File: config.mk
export PLATFORM = sky130hd
export DESIGN_NAME = script_token_lexer_unit
export DESIGN_NICKNAME = d
export VERILOG_FILES = /design/src/rtl/core/stl_pkg.sv /design/src/rtl/core/script_token_lexer_unit.sv
export SDC_FILE = /design/constraint.sdc
export NUM_CORES = 1
export LEC_CHECK = 0
export BUFFER_PORTS_ARGS = -buffer_cell sky130_fd_sc_hd__buf_2
export CAP_MARGIN = 20
export CORE_MARGIN = 5
export CORE_UTILIZATION = 55
export DETAILED_ROUTE_END_ITERATION = 6
export PLACE_DENSITY_LB_ADDON = 0.12
export SYNTH_ARGS = -nofsm -noshare
export SYNTH_HDL_FRONTEND = slang
export SYNTH_SLANG_ARGS = --single-unit
File: constraint.sdc
create_clock -name clock -period 6.35 [get_ports clock]
set_clock_uncertainty 0.1 [all_clocks]
set_input_delay 0.9525 -clock clock [delete_from_list [all_inputs] [get_ports clock]]
set_output_delay 0.9525 -clock clock [all_outputs]
set_load 0.05 [all_outputs]
File: src/rtl/core/stl_pkg.sv
package stl_pkg;

   localparam int POS_BITS_DEF = 16;
   localparam int TOK_W        = 16;

   // scan modes
   localparam logic [2:0] M_IDLE  = 3'd0;
   localparam logic [2:0] M_WORD  = 3'd1;
   localparam logic [2:0] M_INT   = 3'd2;
   localparam logic [2:0] M_STR   = 3'd3;
   localparam logic [2:0] M_EQ    = 3'd4;
   localparam logic [2:0] M_PLUS  = 3'd5;
   localparam logic [2:0] M_MINUS = 3'd6;
   localparam logic [2:0] M_BANG  = 3'd7;

   // token kinds
   localparam logic [4:0] K_END      = 5'd0;
   localparam logic [4:0] K_ILLEGAL  = 5'd1;
   localparam logic [4:0] K_WORD     = 5'd2;
   localparam logic [4:0] K_INT      = 5'd3;
   localparam logic [4:0] K_STRING   = 5'd4;
   localparam logic [4:0] K_ASSIGN   = 5'd5;
   localparam logic [4:0] K_EQ_EQ    = 5'd6;
   localparam logic [4:0] K_PLUS     = 5'd7;
   localparam logic [4:0] K_PLUS2    = 5'd8;
   localparam logic [4:0] K_MINUS    = 5'd9;
   localparam logic [4:0] K_MINUS2   = 5'd10;
   localparam logic [4:0] K_BANG     = 5'd11;
   localparam logic [4:0] K_NOT_EQ   = 5'd12;
   localparam logic [4:0] K_STAR     = 5'd13;
   localparam logic [4:0] K_SLASH    = 5'd14;
   localparam logic [4:0] K_LESS     = 5'd15;
   localparam logic [4:0] K_GREATER  = 5'd16;
   localparam logic [4:0] K_COMMA    = 5'd17;
   localparam logic [4:0] K_SEMI     = 5'd18;
   localparam logic [4:0] K_LPAREN   = 5'd19;
   localparam logic [4:0] K_RPAREN   = 5'd20;
   localparam logic [4:0] K_LBRACE   = 5'd21;
   localparam logic [4:0] K_RBRACE   = 5'd22;
   localparam logic [4:0] K_LBRACKET = 5'd23;
   localparam logic [4:0] K_RBRACKET = 5'd24;
   localparam logic [4:0] K_COLON    = 5'd25;

   // characters
   localparam logic [7:0] CH_NUL   = 8'h00;
   localparam logic [7:0] CH_TAB   = 8'h09;
   localparam logic [7:0] CH_LF    = 8'h0A;
   localparam logic [7:0] CH_CR    = 8'h0D;
   localparam logic [7:0] CH_SPACE = 8'h20;
   localparam logic [7:0] CH_BANG  = 8'h21;
   localparam logic [7:0] CH_QUOTE = 8'h22;
   localparam logic [7:0] CH_PLUS  = 8'h2B;
   localparam logic [7:0] CH_MINUS = 8'h2D;
   localparam logic [7:0] CH_EQ    = 8'h3D;
   localparam logic [7:0] CH_UNDER = 8'h5F;

   typedef struct packed {
      logic [4:0]       kind;
      logic [TOK_W-1:0] start;
      logic [TOK_W-1:0] length;
      logic             ovf;
      logic             last;
   } token_type;

   function automatic logic is_letter(input logic [7:0] c);
      return (c >= 8'h61 && c <= 8'h7A) || (c >= 8'h41 && c <= 8'h5A) || c == CH_UNDER;
   endfunction

   function automatic logic is_digit(input logic [7:0] c);
      return c >= 8'h30 && c <= 8'h39;
   endfunction

   function automatic logic [4:0] single_kind(input logic [7:0] c);
      logic [4:0] k;
      unique case (c)
         8'h2A:   k = K_STAR;
         8'h2F:   k = K_SLASH;
         8'h3C:   k = K_LESS;
         8'h3E:   k = K_GREATER;
         8'h2C:   k = K_COMMA;
         8'h3B:   k = K_SEMI;
         8'h28:   k = K_LPAREN;
         8'h29:   k = K_RPAREN;
         8'h7B:   k = K_LBRACE;
         8'h7D:   k = K_RBRACE;
         8'h5B:   k = K_LBRACKET;
         8'h5D:   k = K_RBRACKET;
         8'h3A:   k = K_COLON;
         default: k = K_ILLEGAL;
      endcase
      return k;
   endfunction

endpackage

File: src/rtl/core/script_token_lexer_unit.sv
// Script token lexer: turns a stream of source bytes into tokens.
// req channel: one source byte per beat in req_tdata[7:0]; a zero byte ends the
//   input, emits any open token and then an end token, and clears the position
//   counter and the overflow flag.
// rsp channel: one token per beat. rsp_tuser carries the kind, rsp_tdata the
//   start position, length and overflow flag, and rsp_tlast marks the final
//   token caused by one source byte (a byte causes zero, one or two tokens).
// Queue: a token enters the registered token queue when the byte that completes it
//   is accepted. Words, integers and strings complete on the first byte that
//   does not belong to them; = + - ! complete one byte later, after lookahead.
// Throughput: one byte per cycle while req_tready is high. All scanning is done
//   in one combinational pass from the mode/position registers into a three-entry
//   token queue; req_tready is high while the queue holds at most one token, so two
//   slots are always free for the next byte.
// Stall: while rsp_tready is low tokens pile up in the queue and req_tready
//   falls once two are waiting; nothing is dropped.
// Reset: synchronous, active high; empties the queue and returns the scanner
//   to idle at position zero with the overflow flag clear.
module script_token_lexer_unit #(
   parameter int POS_BITS = stl_pkg::POS_BITS_DEF
) (
   input  logic        clock,
   input  logic        reset,
   input  logic        req_tvalid,
   output logic        req_tready,
   input  logic [7:0]  req_tdata,   // [7:0] in_char
   output logic        rsp_tvalid,
   input  logic        rsp_tready,
   output logic [39:0] rsp_tdata,   // [15:0] tok_start, [31:16] tok_length, [32] overflow
   output logic [4:0]  rsp_tuser,   // [4:0] tok_kind
   output logic        rsp_tlast    // last_of_run
);
   import stl_pkg::*;

   localparam int QDEPTH = 3;

   // scanner state
   logic [2:0]          mode_ff, mode_in;
   logic [POS_BITS-1:0] begin_ff, begin_in;
   logic [POS_BITS-1:0] pos_ff, pos_in;
   logic                ovf_ff, ovf_in;

   // token queue, entry 0 is the head
   token_type           q_ff [QDEPTH];
   token_type           q_in [QDEPTH];
   logic [1:0]          cnt_ff, cnt_in;

   logic                push, pop;
   token_type           slot0, slot1;
   logic [1:0]          n_tok;

   // scan of one byte
   always_comb begin
      logic [7:0]          c;
      logic [POS_BITS-1:0] p;
      logic [POS_BITS-1:0] lim;
      logic [POS_BITS-1:0] span;
      token_type           idle_tok, pe_tok;
      logic                idle_v, idle_end, pe_v, call_idle, ended, op_match;
      logic [2:0]          idle_mode;
      logic [POS_BITS-1:0] idle_begin;
      logic [4:0]          op_single, op_double;
      logic [7:0]          op_char;

      c    = req_tdata;
      p    = pos_ff;
      lim  = '1;
      span = (p > begin_ff) ? (p - begin_ff) : '0;

      // what a byte does when no token is open
      idle_v     = 1'b0;
      idle_end   = 1'b0;
      idle_mode  = M_IDLE;
      idle_begin = begin_ff;
      idle_tok   = '{kind: K_END, start: TOK_W'(p), length: '0, ovf: ovf_ff, last: 1'b0};
      if (c == CH_NUL) begin
         idle_v   = 1'b1;
         idle_end = 1'b1;
      end else if (c == CH_SPACE || c == CH_TAB || c == CH_CR || c == CH_LF) begin
         idle_v = 1'b0;
      end else begin
         idle_begin = p;
         if (is_letter(c)) begin
            idle_mode = M_WORD;
         end else if (is_digit(c)) begin
            idle_mode = M_INT;
         end else begin
            unique case (c)
               CH_QUOTE: begin
                  // string text begins after the quote, saturated at the limit
                  idle_begin = (p != lim) ? (p + 1'b1) : lim;
                  idle_mode  = M_STR;
               end
               CH_EQ:    idle_mode = M_EQ;
               CH_PLUS:  idle_mode = M_PLUS;
               CH_MINUS: idle_mode = M_MINUS;
               CH_BANG:  idle_mode = M_BANG;
               default: begin
                  idle_v          = 1'b1;
                  idle_tok.kind   = single_kind(c);
                  idle_tok.length = TOK_W'(1);
               end
            endcase
         end
      end

      // pending operator decode
      unique case (mode_ff)
         M_EQ: begin
            op_single = K_ASSIGN; op_double = K_EQ_EQ;    op_char = CH_EQ;
         end
         M_PLUS: begin
            op_single = K_PLUS;   op_double = K_PLUS2;    op_char = CH_PLUS;
         end
         M_MINUS: begin
            op_single = K_MINUS;  op_double = K_MINUS2;   op_char = CH_MINUS;
         end
         default: begin
            op_single = K_BANG;   op_double = K_NOT_EQ;   op_char = CH_EQ;
         end
      endcase
      op_match = (c == op_char);

      // token that the open mode closes
      pe_v      = 1'b0;
      call_idle = 1'b0;
      mode_in   = mode_ff;
      begin_in  = begin_ff;
      ended     = 1'b0;
      pe_tok    = '{kind: K_WORD, start: TOK_W'(begin_ff), length: TOK_W'(span),
                    ovf: ovf_ff, last: 1'b0};
      unique case (mode_ff) inside
         M_WORD, M_INT: begin
            if (!((mode_ff == M_WORD && is_letter(c)) || (mode_ff == M_INT && is_digit(c))))
               begin
               pe_v        = 1'b1;
               pe_tok.kind = (mode_ff == M_WORD) ? K_WORD : K_INT;
               call_idle   = 1'b1;
            end
         end
         M_STR: begin
            pe_tok.kind = K_STRING;
            if (c == CH_QUOTE) begin
               pe_v    = 1'b1;
               mode_in = M_IDLE;
            end else if (c == CH_NUL) begin
               // unterminated string runs to the end of input
               pe_v      = 1'b1;
               call_idle = 1'b1;
            end
         end
         M_EQ, M_PLUS, M_MINUS, M_BANG: begin
            pe_v = 1'b1;
            if (op_match) begin
               pe_tok.kind   = op_double;
               pe_tok.length = TOK_W'(2);
               mode_in       = M_IDLE;
            end else begin
               pe_tok.kind   = op_single;
               pe_tok.length = TOK_W'(1);
               call_idle     = 1'b1;
            end
         end
         default: call_idle = 1'b1;
      endcase

      if (call_idle) begin
         mode_in  = idle_mode;
         begin_in = idle_begin;
         ended    = idle_end;
      end

      // order the tokens, closed token first
      n_tok      = {1'b0, pe_v} + {1'b0, call_idle & idle_v};
      slot0      = pe_v ? pe_tok : idle_tok;
      slot0.last = (n_tok == 2'd1);
      slot1      = idle_tok;
      slot1.last = 1'b1;

      // position advance, saturate at the limit, clear at end of input
      pos_in = pos_ff;
      ovf_in = ovf_ff;
      if (ended) begin
         pos_in   = '0;
         ovf_in   = 1'b0;
         begin_in = '0;
         mode_in  = M_IDLE;
      end else if (p == lim) begin
         ovf_in = 1'b1;
      end else begin
         pos_in = p + 1'b1;
      end
   end

   assign push = req_tvalid & req_tready;
   assign pop  = rsp_tvalid & rsp_tready;

   // queue update: shift out the head on pop, append new tokens behind the rest
   always_comb begin
      logic [1:0] cnt_after;
      logic [1:0] n_push;
      token_type  q_sh [QDEPTH];

      cnt_after = cnt_ff - {1'b0, pop};
      n_push    = push ? n_tok : 2'd0;
      for (int i = 0; i < QDEPTH; i++) begin
         q_sh[i] = (pop && i < QDEPTH - 1) ? q_ff[(i + 1) % QDEPTH] : q_ff[i];
      end
      for (int i = 0; i < QDEPTH; i++) begin
         q_in[i] = q_sh[i];
         if (n_push != 2'd0 && cnt_after == 2'(i)) begin
            q_in[i] = slot0;
         end else if (n_push == 2'd2 && (cnt_after + 2'd1) == 2'(i)) begin
            q_in[i] = slot1;
         end
      end
      cnt_in = cnt_after + n_push;
   end

   always_ff @(posedge clock) begin
      if (reset) begin
         mode_ff  <= M_IDLE;
         begin_ff <= '0;
         pos_ff   <= '0;
         ovf_ff   <= 1'b0;
         cnt_ff   <= 2'd0;
      end else begin
         if (push) begin
            mode_ff  <= mode_in;
            begin_ff <= begin_in;
            pos_ff   <= pos_in;
            ovf_ff   <= ovf_in;
         end
         cnt_ff <= cnt_in;
      end
   end

   always_ff @(posedge clock) begin
      for (int i = 0; i < QDEPTH; i++) begin
         q_ff[i] <= q_in[i];
      end
   end

   assign req_tready = (cnt_ff <= 2'd1);
   assign rsp_tvalid = (cnt_ff != 2'd0);
   assign rsp_tdata  = {7'b0, q_ff[0].ovf, q_ff[0].length, q_ff[0].start};
   assign rsp_tuser  = q_ff[0].kind;
   assign rsp_tlast  = q_ff[0].last;

endmodule

Word level (Yosys, flattened, before mapping)
Memories as Yosys holds them, arrays and structs flattened.
Index checks and enable logic that the tools add are counted.
Storage, ports and cells
  logic and storage cells: 165
  RAM bits: 117
  flip-flop bits (word level): 38
  memories kept: 1
Operators by class
  reduce and logical (&&, ||, !) cells: 32
  multiplexer cells: 66
  add/subtract/negate cells: 6
  equality and inequality tests: 44
  bitwise logic cells: 3
  magnitude comparators: 8
Memory list
  q_ff: depth 3, bits a word 39, rd ports 3, clocked after Yosys merged registers in 0, write ports 3, line script_token_lexer_unit.sv:44  | token_type q_ff [QDEPTH];
Operator list (number)
  2-to-1 mux 39 bit: 9
  2-to-1 mux 16 bit: 16
  == test 8 x 6 -> 1 bit (second input constant): 15
  one-hot mux 5 bit (13 select lines): 1
  == test 8 x 7 -> 1 bit (second input constant): 5
  2-to-1 mux 5 bit: 6
  == test 8 x 4 -> 1 bit (second input constant): 3
  2-to-1 mux 3 bit: 8
  one-hot mux 4 bit (3 select lines): 2
  adder 16 x 1 -> 16 bit (second input constant): 1
  == test 16 bit (second input constant): 1
  >= comparator 8 x 7 -> 1 bit (second input constant): 2
  greater-than comparator 16 bit: 1
  <= comparator 8 x 7 -> 1 bit (second input constant): 2
  2-to-1 mux 1 bit: 16
  != test 16 bit (second input constant): 1
  subtractor 16 bit: 1
  one-hot mux 3 bit (5 select lines): 1
  one-hot mux 5 bit (3 select lines): 1
  == test 3 bit (second input constant): 4
  logical AND 1 bit: 11
  one-hot mux 5 bit (2 select lines): 1
  == test 8 bit: 1
  >= comparator 8 x 6 -> 1 bit (second input constant): 1
  28 further kinds: 49

Logic depth before layout (Yosys ltp)
Gate-level depths: netlist of run 1.
  depth after elaboration: 15
  gate-level depth with buffers: 16
  gate-level depth less buffers: 12

Least setup slack after synthesis of run 1
Ideal clock, no wire load.
  path kind: input -> register
  start: input port req_tdata[1]
  end: memory q_ff[0][39] (netlist bit) (enable)
  cell stages on the path: 12
  path buffers: 3
  data required time: 5.625 ns
  arrival: 4.761 ns
  setup slack: 0.864 ns
  cell sequence: buf_2 > or4_4 > o221ai_2 > a41oi_4 > a21oi_4 > nor3b_1 > ha_1 > or2_2 > clkbuf_1 > nand3_1 > clkbuf_1 > nand3_1
RTL lines
  start: declaration: line script_token_lexer_unit.sv:26  | input logic [7:0] req_tdata,
  end: declaration: line script_token_lexer_unit.sv:44

==> results of run 1 <==
## placed cells by master (no fill, tap or decap), types with 5 or more instances in the layout
cell       count
nor2b_1       11
o21a_1         8
ha_1          20
nand2b_1      23
dfxtp_1       38
buf_4         21
buf_2         52
a311oi_1       5
o22ai_1       20
o211ai_1      13
o31ai_1       33
inv_1         53
nand2_1       58
xor2_1         7
nor2_1        87
edfxtp_1     117
a311o_1        5
conb_1         7
o221ai_1      19
nor3b_1        5
nor3_1        15
or2_2          6
a22oi_1        6
a211oi_1      15
mux2_2        15
nand3b_1       6
a21o_1         8
mux2i_1       23
a31oi_1       12
nand3_1       57
nor4_1         7
o21ai_0       35
nand4_1        8
xnor2_1       11
and2_1         8
a21oi_1       67
and3_1        14
clkbuf_16     20
## registers in the layout (all words and copies together) (netlist names)
register and count:
cnt_ff 2, pos_ff 16, mode_ff 3, begin_ff 16, q_ff 117, ovf_ff 1
## metrics by stage
step / setup slack [ns] / instance area [um^2]
3_5_place_dp: 1.00 / 9830
5_1_grt: 1.04 / 10400
4_1_cts: 1.42 / 10400
2_1_floorplan: 0.864 / 9780
3_3_place_gp: 1.07 / 9830
6_report: 1.31 / 10400
## layer usage
layer | part of all wire | track usage
met4 | 0.0092 | 0.0530
met5 | 0 | 0
met3 | 0.079 | 0.0419
met2 | 0.45 | 0.353
met1 | 0.46 | 0.332
## area by class of cell
| cell class | count | share of cell area |
|---|---|---|
| inverters | 53 | 0.0191 |
| well taps | 225 | 0.0270 |
| flip-flops and latches | 155 | 0.409 |
| repair buffers | 74 | 0.0420 |
| clock inverters | 8 | 0.00719 |
| multi-input cells | 707 | 0.446 |
| clock buffers | 24 | 0.0494 |
## worst min path at each step
stage	from	to	slack, ns	depth (start not counted)
floorplan	ovf_ff$_SDFFE_PP0P_	q_ff[0][79]$_DFFE_PP_	0.35	0
global placement	begin_ff[6]$_SDFFE_PP0P_	begin_ff[6]$_SDFFE_PP0P_	0.40	2
detailed placement	begin_ff[15]$_SDFFE_PP0P_	begin_ff[15]$_SDFFE_PP0P_	0.40	2
CTS	begin_ff[8]$_SDFFE_PP0P_	begin_ff[8]$_SDFFE_PP0P_	0.41	2
global route	begin_ff[6]$_SDFFE_PP0P_	begin_ff[6]$_SDFFE_PP0P_	0.43	2
finish	begin_ff[8]$_SDFFE_PP0P_	begin_ff[8]$_SDFFE_PP0P_	0.42	2
## where the power goes
group | leakage (nW) | internal, mW | switching, mW
Combinational | 2.07 | 0.342 | 1.03
Clock | 0.293 | 0.612 | 0.407
Sequential | 1.41 | 1.45 | 0.0872
## cell usage after synthesis, types with 11 or more instances
library cell,n
o22ai_1,20
o31ai_1,33
a31oi_1,12
xnor2_1,11
nor2_1,89
buf_4,47
clkbuf_1,56
and3_1,14
o211ai_1,13
ha_1,20
dfxtp_1,38
a21oi_1,67
o21ai_0,35
nor3_1,16
nand2b_1,23
buf_2,11
nor2b_1,11
nand3_1,58
edfxtp_1,117
mux2i_1,23
a211oi_1,15
inv_1,53
mux2_2,15
nand2_1,59
o221ai_1,19
## critical path, cell delays in order
cell and delay, ns:
buf_2 0.25, or4_4 0.58, o221ai_2 0.23, a41oi_4 0.31, a21oi_4 0.36, nor3b_1 0.38
ha_1 0.35, or2_2 0.36, and3_1 0.27, a31oi_4 0.62, inv_1 0.18, a221oi_1 0.32
## cells by family after synthesis
family,Yosys count,synth area share
AOI/OAI and AO/OA,283,0.204
xor gates and xnor gates,18,0.0162
adders and majority gates,21,0.0277
buffers and inverters,175,0.0892
DFF,155,0.438
muxes,40,0.0432
other,1,0.000384
and+or+nand+nor,338,0.181
==> results.toml, run 1 <==
[setup_path]
reg2reg_slack_ns = 1.84
worstSetupEndpoint = "q_ff[0][73]$_DFFE_PP_"
reg2reg_to = "q_ff[0][73]$_DFFE_PP_"
reg2reg_depth = 11
worst_ep_required_time_ns = 6.49
start_kind = "primary input"
r2r-start = "mode_ff[0]$_SDFFE_PP0P_"
crit_start = "req_tdata[1]"
endpoint_kind = "flip-flop"
crit_fanout = 28
path_class = "in -> reg"
cp.arrival_ns = 5.18

[power_and_ir_drop]
peakVddDrop_uv = 273
p_per_area_nw_per_um2 = 376
power.leakage_nw = 3.77
finalPower_mw = 3.92

[floorplanning]
ios = 60
die_y_um = 143
rows = 48
start_util = 0.562
die-width_um = 143
core_area_um2 = 17400
dieArea_um2 = 20500

[sta]
post-route-period-util = 0.794
final.setup.tns_ns = 0
slew_violations = 0
holdWs_ns = 0.416
setup_viol = 0
clock.fmax_mhz = 198
tightest_slew_ns = 1.12
final_hold_viol_count = 0
layout_min_cycle_time_ns = 5.04
rsz0062_at_grt = "false"
max-slew-margin-rel = 0.250

[min_path]
hold_path.class = "reg -> reg"

[clock_tree]
holdBufCountCts = 0
post_cts_resized = 0
cts_buffers = 17
path_clk_slew_ns = 0.06
cts_tree = "built"
clock_latency_ns = 0.43
cts_sinks = 155
htreeDepth = 4
ctsLongestPathBuffers = 2
root_buffer = "clkbuf_16"
post-cts-setup-buffers = 0

[placement]
io_buffers = 52
gp_congestion = 0.908
placed_cells = 1212
hpwl_um = 16600

[yosys]
synth_enable_flop_cells = 117
synth_seq_cells = 155
synthDistinctLibCells = 80
yosysSeqAreaShare = 0.438
syn_avg_cell_area_um2 = 9.46
yosys_warnings = 0
ys.flop_type = "edfxtp_1"
synth_area_um2 = 9750
synth_top_area_cell = "edfxtp_1"
synth_area_leaders = "edfxtp_1 36%, dfxtp_1 7.8%, buf_4 3.6%"
synth_top_cell_area_share = 0.360
synth_cells = 1031
async_flop_share = 0

[final_layout]
multi_input_area_um2 = 4650
diodes = 0
seqCellArea_um2 = 4270
synthToLayoutAreaGrowth_pct = 7.02
drive_above_1_share = 0.142
nets = 1041
fin_util = 0.601
fin_cells = 1246
nFillCells = 1483

[routing]
drt_wl_total_um = 23400
vias = 7744
drc = 0
drt_iter0_markers = 686
ant_nets = 0
drtPass1Iterations = 5
wl_per_cell_um = 18.8
vias_per_cell = 6.22

[run_status]
status = "complete, no violations"

[grt]
track_usage = 0.227
grt_remaining_overflow = 0
grt_pass1_vias = 6901
grt_pass1_wl_um = 36800
antenna_found_initial = 0
grt_start_max_net_pins = 45

[run]
cap_violations = 0
(Power assumes the default switching activity.)
==> run 2, diff against run 1 <==
clock period = 4.4 ns   (was 6.35 ns; I/O delays follow)
==> run 2 against run 1 <==
Core utilization grew 1.8 points. Die area is the same. Global-route usage grew 1.1 points. Power grew 44%. Sequential power grew 42%. Largest cell class unchanged.
==> results.toml, run 2 (synthesis results as in run 1) <==
[routing]
vias = 7926
drt_iter0_markers = 673
ant_nets = 0
drt_wl_total_um = 24100
wl_per_cell_um = 18.8
vias_per_cell = 6.18
drc = 0
drtPass1Iterations = 5

[setup_path]
path_class = "in -> reg"
cp_top_family = "simple AND/OR/NAND/NOR gates"
reg2reg_slack_ns = 0.63
cp.arrival_ns = 4.06
crit_top_cell = "a21oi_4"
start_kind = "primary input"
slowest_delay_ns = 0.69
worst_ep_required_time_ns = 4.48
endpoint_kind = "flip-flop"
r2r-start = "mode_ff[1]$_SDFFE_PP0P_"
path_cells = "buf_2, nor2b_1, mux2i_1, nor4_1, buf_4, a21oi_4, nor3b_1, ha_1, or2_2, nand4_1, a21oi_4, mux2_2"
crit_fanout = 26
cp_num_buf_inv = 2
reg2reg_depth = 11
crit_slowest_cell = "a21oi_4"
reg2reg_to = "q_ff[0][109]$_DFFE_PP_"

[placement]
gp_congestion = 0.897
place_area_um2 = 10200
placed_cells = 1249
place_ws_ns = 0.0528
io_buffers = 52
hpwl_um = 17300

[grt]
grt_remaining_overflow = 0
antenna_found_initial = 0
track_usage = 0.238
grt_pass1_vias = 7247
grt_start_max_net_pins = 45
grt_pass1_wl_um = 38700

[sta]
tightest_slew_ns = 0.916
clock.fmax_mhz = 252
setup_viol = 0
layout_min_cycle_time_ns = 3.97
max-slew-margin-rel = 0.383
post-route-period-util = 0.903
slew_violations = 0
final_hold_viol_count = 0
fin_ws_ns = 0.426
holdWs_ns = 0.419
final.setup.tns_ns = 0
rsz0062_at_grt = "false"

[run_status]
status = "complete, no violations"

[min_path]
whs_path_depth = 2
hold_path.class = "reg -> reg"
min-delay-start = "q_ff[0][40]$_DFFE_PP_"
hold-path-endpoint = "q_ff[0][1]$_DFFE_PP_"

[clock_tree]
htreeDepth = 4
holdBufCountCts = 0
cts_tree = "built"
clock_latency_ns = 0.43
path_clk_slew_ns = 0.06
ctsLongestPathBuffers = 2
cts_buffers = 17
root_buffer = "clkbuf_16"
post-cts-setup-buffers = 0
cts_sinks = 155
post_cts_resized = 0

[run]
cap_violations = 0

[power_and_ir_drop]
peakVddDrop_uv = 360
power.leakage_nw = 3.95
swShare = 0.393
p_per_area_nw_per_um2 = 525
combPwrFrac = 0.366
seqPwrFrac = 0.386
p_clk_frac = 0.247
power_switching_mw = 2.22
finalPower_mw = 5.64
internal_power_mw = 3.42

[floorplanning]
core_area_um2 = 17400
ios = 60
dieArea_um2 = 20500
rows = 48
die-width_um = 143
die_y_um = 143
start_util = 0.562

[final_layout]
fin_cells = 1282
drive_above_1_share = 0.174
most-common-layout-cells = "117 x edfxtp_1, 87 x nor2_1, 67 x a21oi_1"
reg_top3 = "q_ff x117, begin_ff x16, pos_ff x16"
layout.cells.most_common = "edfxtp_1"
fin_util = 0.620
design_area_um2 = 10800
synthToLayoutAreaGrowth_pct = 10.3
largest_reg_flops = 117
nFillCells = 1489
diodes = 0
nets = 1077
top_register = "q_ff"
## run 2: cell count changes in the layout (fill, tap and decap cells not counted), sizes merged
cell / delta
buf: +36
clkbuf: -6
clkinv: +5
clkinvlp: +3
inv: -2
## run 2: worst max-delay path by stage
stage | cells after the start | slack, ns | start | endpoint
2_1_floorplan | 14 | 0.04 | req_tdata[1] | q_ff[0][0]$_DFFE_PP_
3_3_place_gp | 11 | 0.13 | req_tdata[1] | q_ff[0][106]$_DFFE_PP_
3_5_place_dp | 12 | 0.05 | req_tdata[2] | q_ff[0][109]$_DFFE_PP_
4_1_cts | 12 | 0.46 | req_tdata[2] | q_ff[0][109]$_DFFE_PP_
5_1_grt | 12 | 0.23 | req_tdata[2] | q_ff[0][109]$_DFFE_PP_
6_report | 12 | 0.43 | req_tdata[2] | q_ff[0][109]$_DFFE_PP_
## run 2: power by group through the flow
stage / sequential, mW / clock, mW / combinational, mW
floorplan: 2.20 / 0 / 1.77
global placement: 2.20 / 0 / 2.04
detailed placement: 2.21 / 0 / 2.06
CTS: 2.19 / 1.41 / 2.07
global route: 2.22 / 1.49 / 2.21
finish: 2.18 / 1.40 / 2.06
## run 2: layout make-up
type,count,area [um^2],share of cell area
clock buffer,18,439,0.0408
multi-input combinational,707,4680,0.435
sequential,155,4270,0.397
inverter,53,199,0.0185
timing repair buffer,110,766,0.0712
tap,225,282,0.0262
clock inverter,14,119,0.0111
## run 2: worst min-delay path, cell delays in order, from the launching register on
cell	delay, ns
edfxtp_1	0.32
nand2_1	0.05
nand2_1	0.05
## run 2: routing by layer
metal	share of wire	global-route usage	vias to the layer above
met3	0.067	0.0395	25
met5	0	0	-
li1	-	-	3840
met4	0.011	0.0655	0
met1	0.48	0.363	3765
met2	0.44	0.351	296
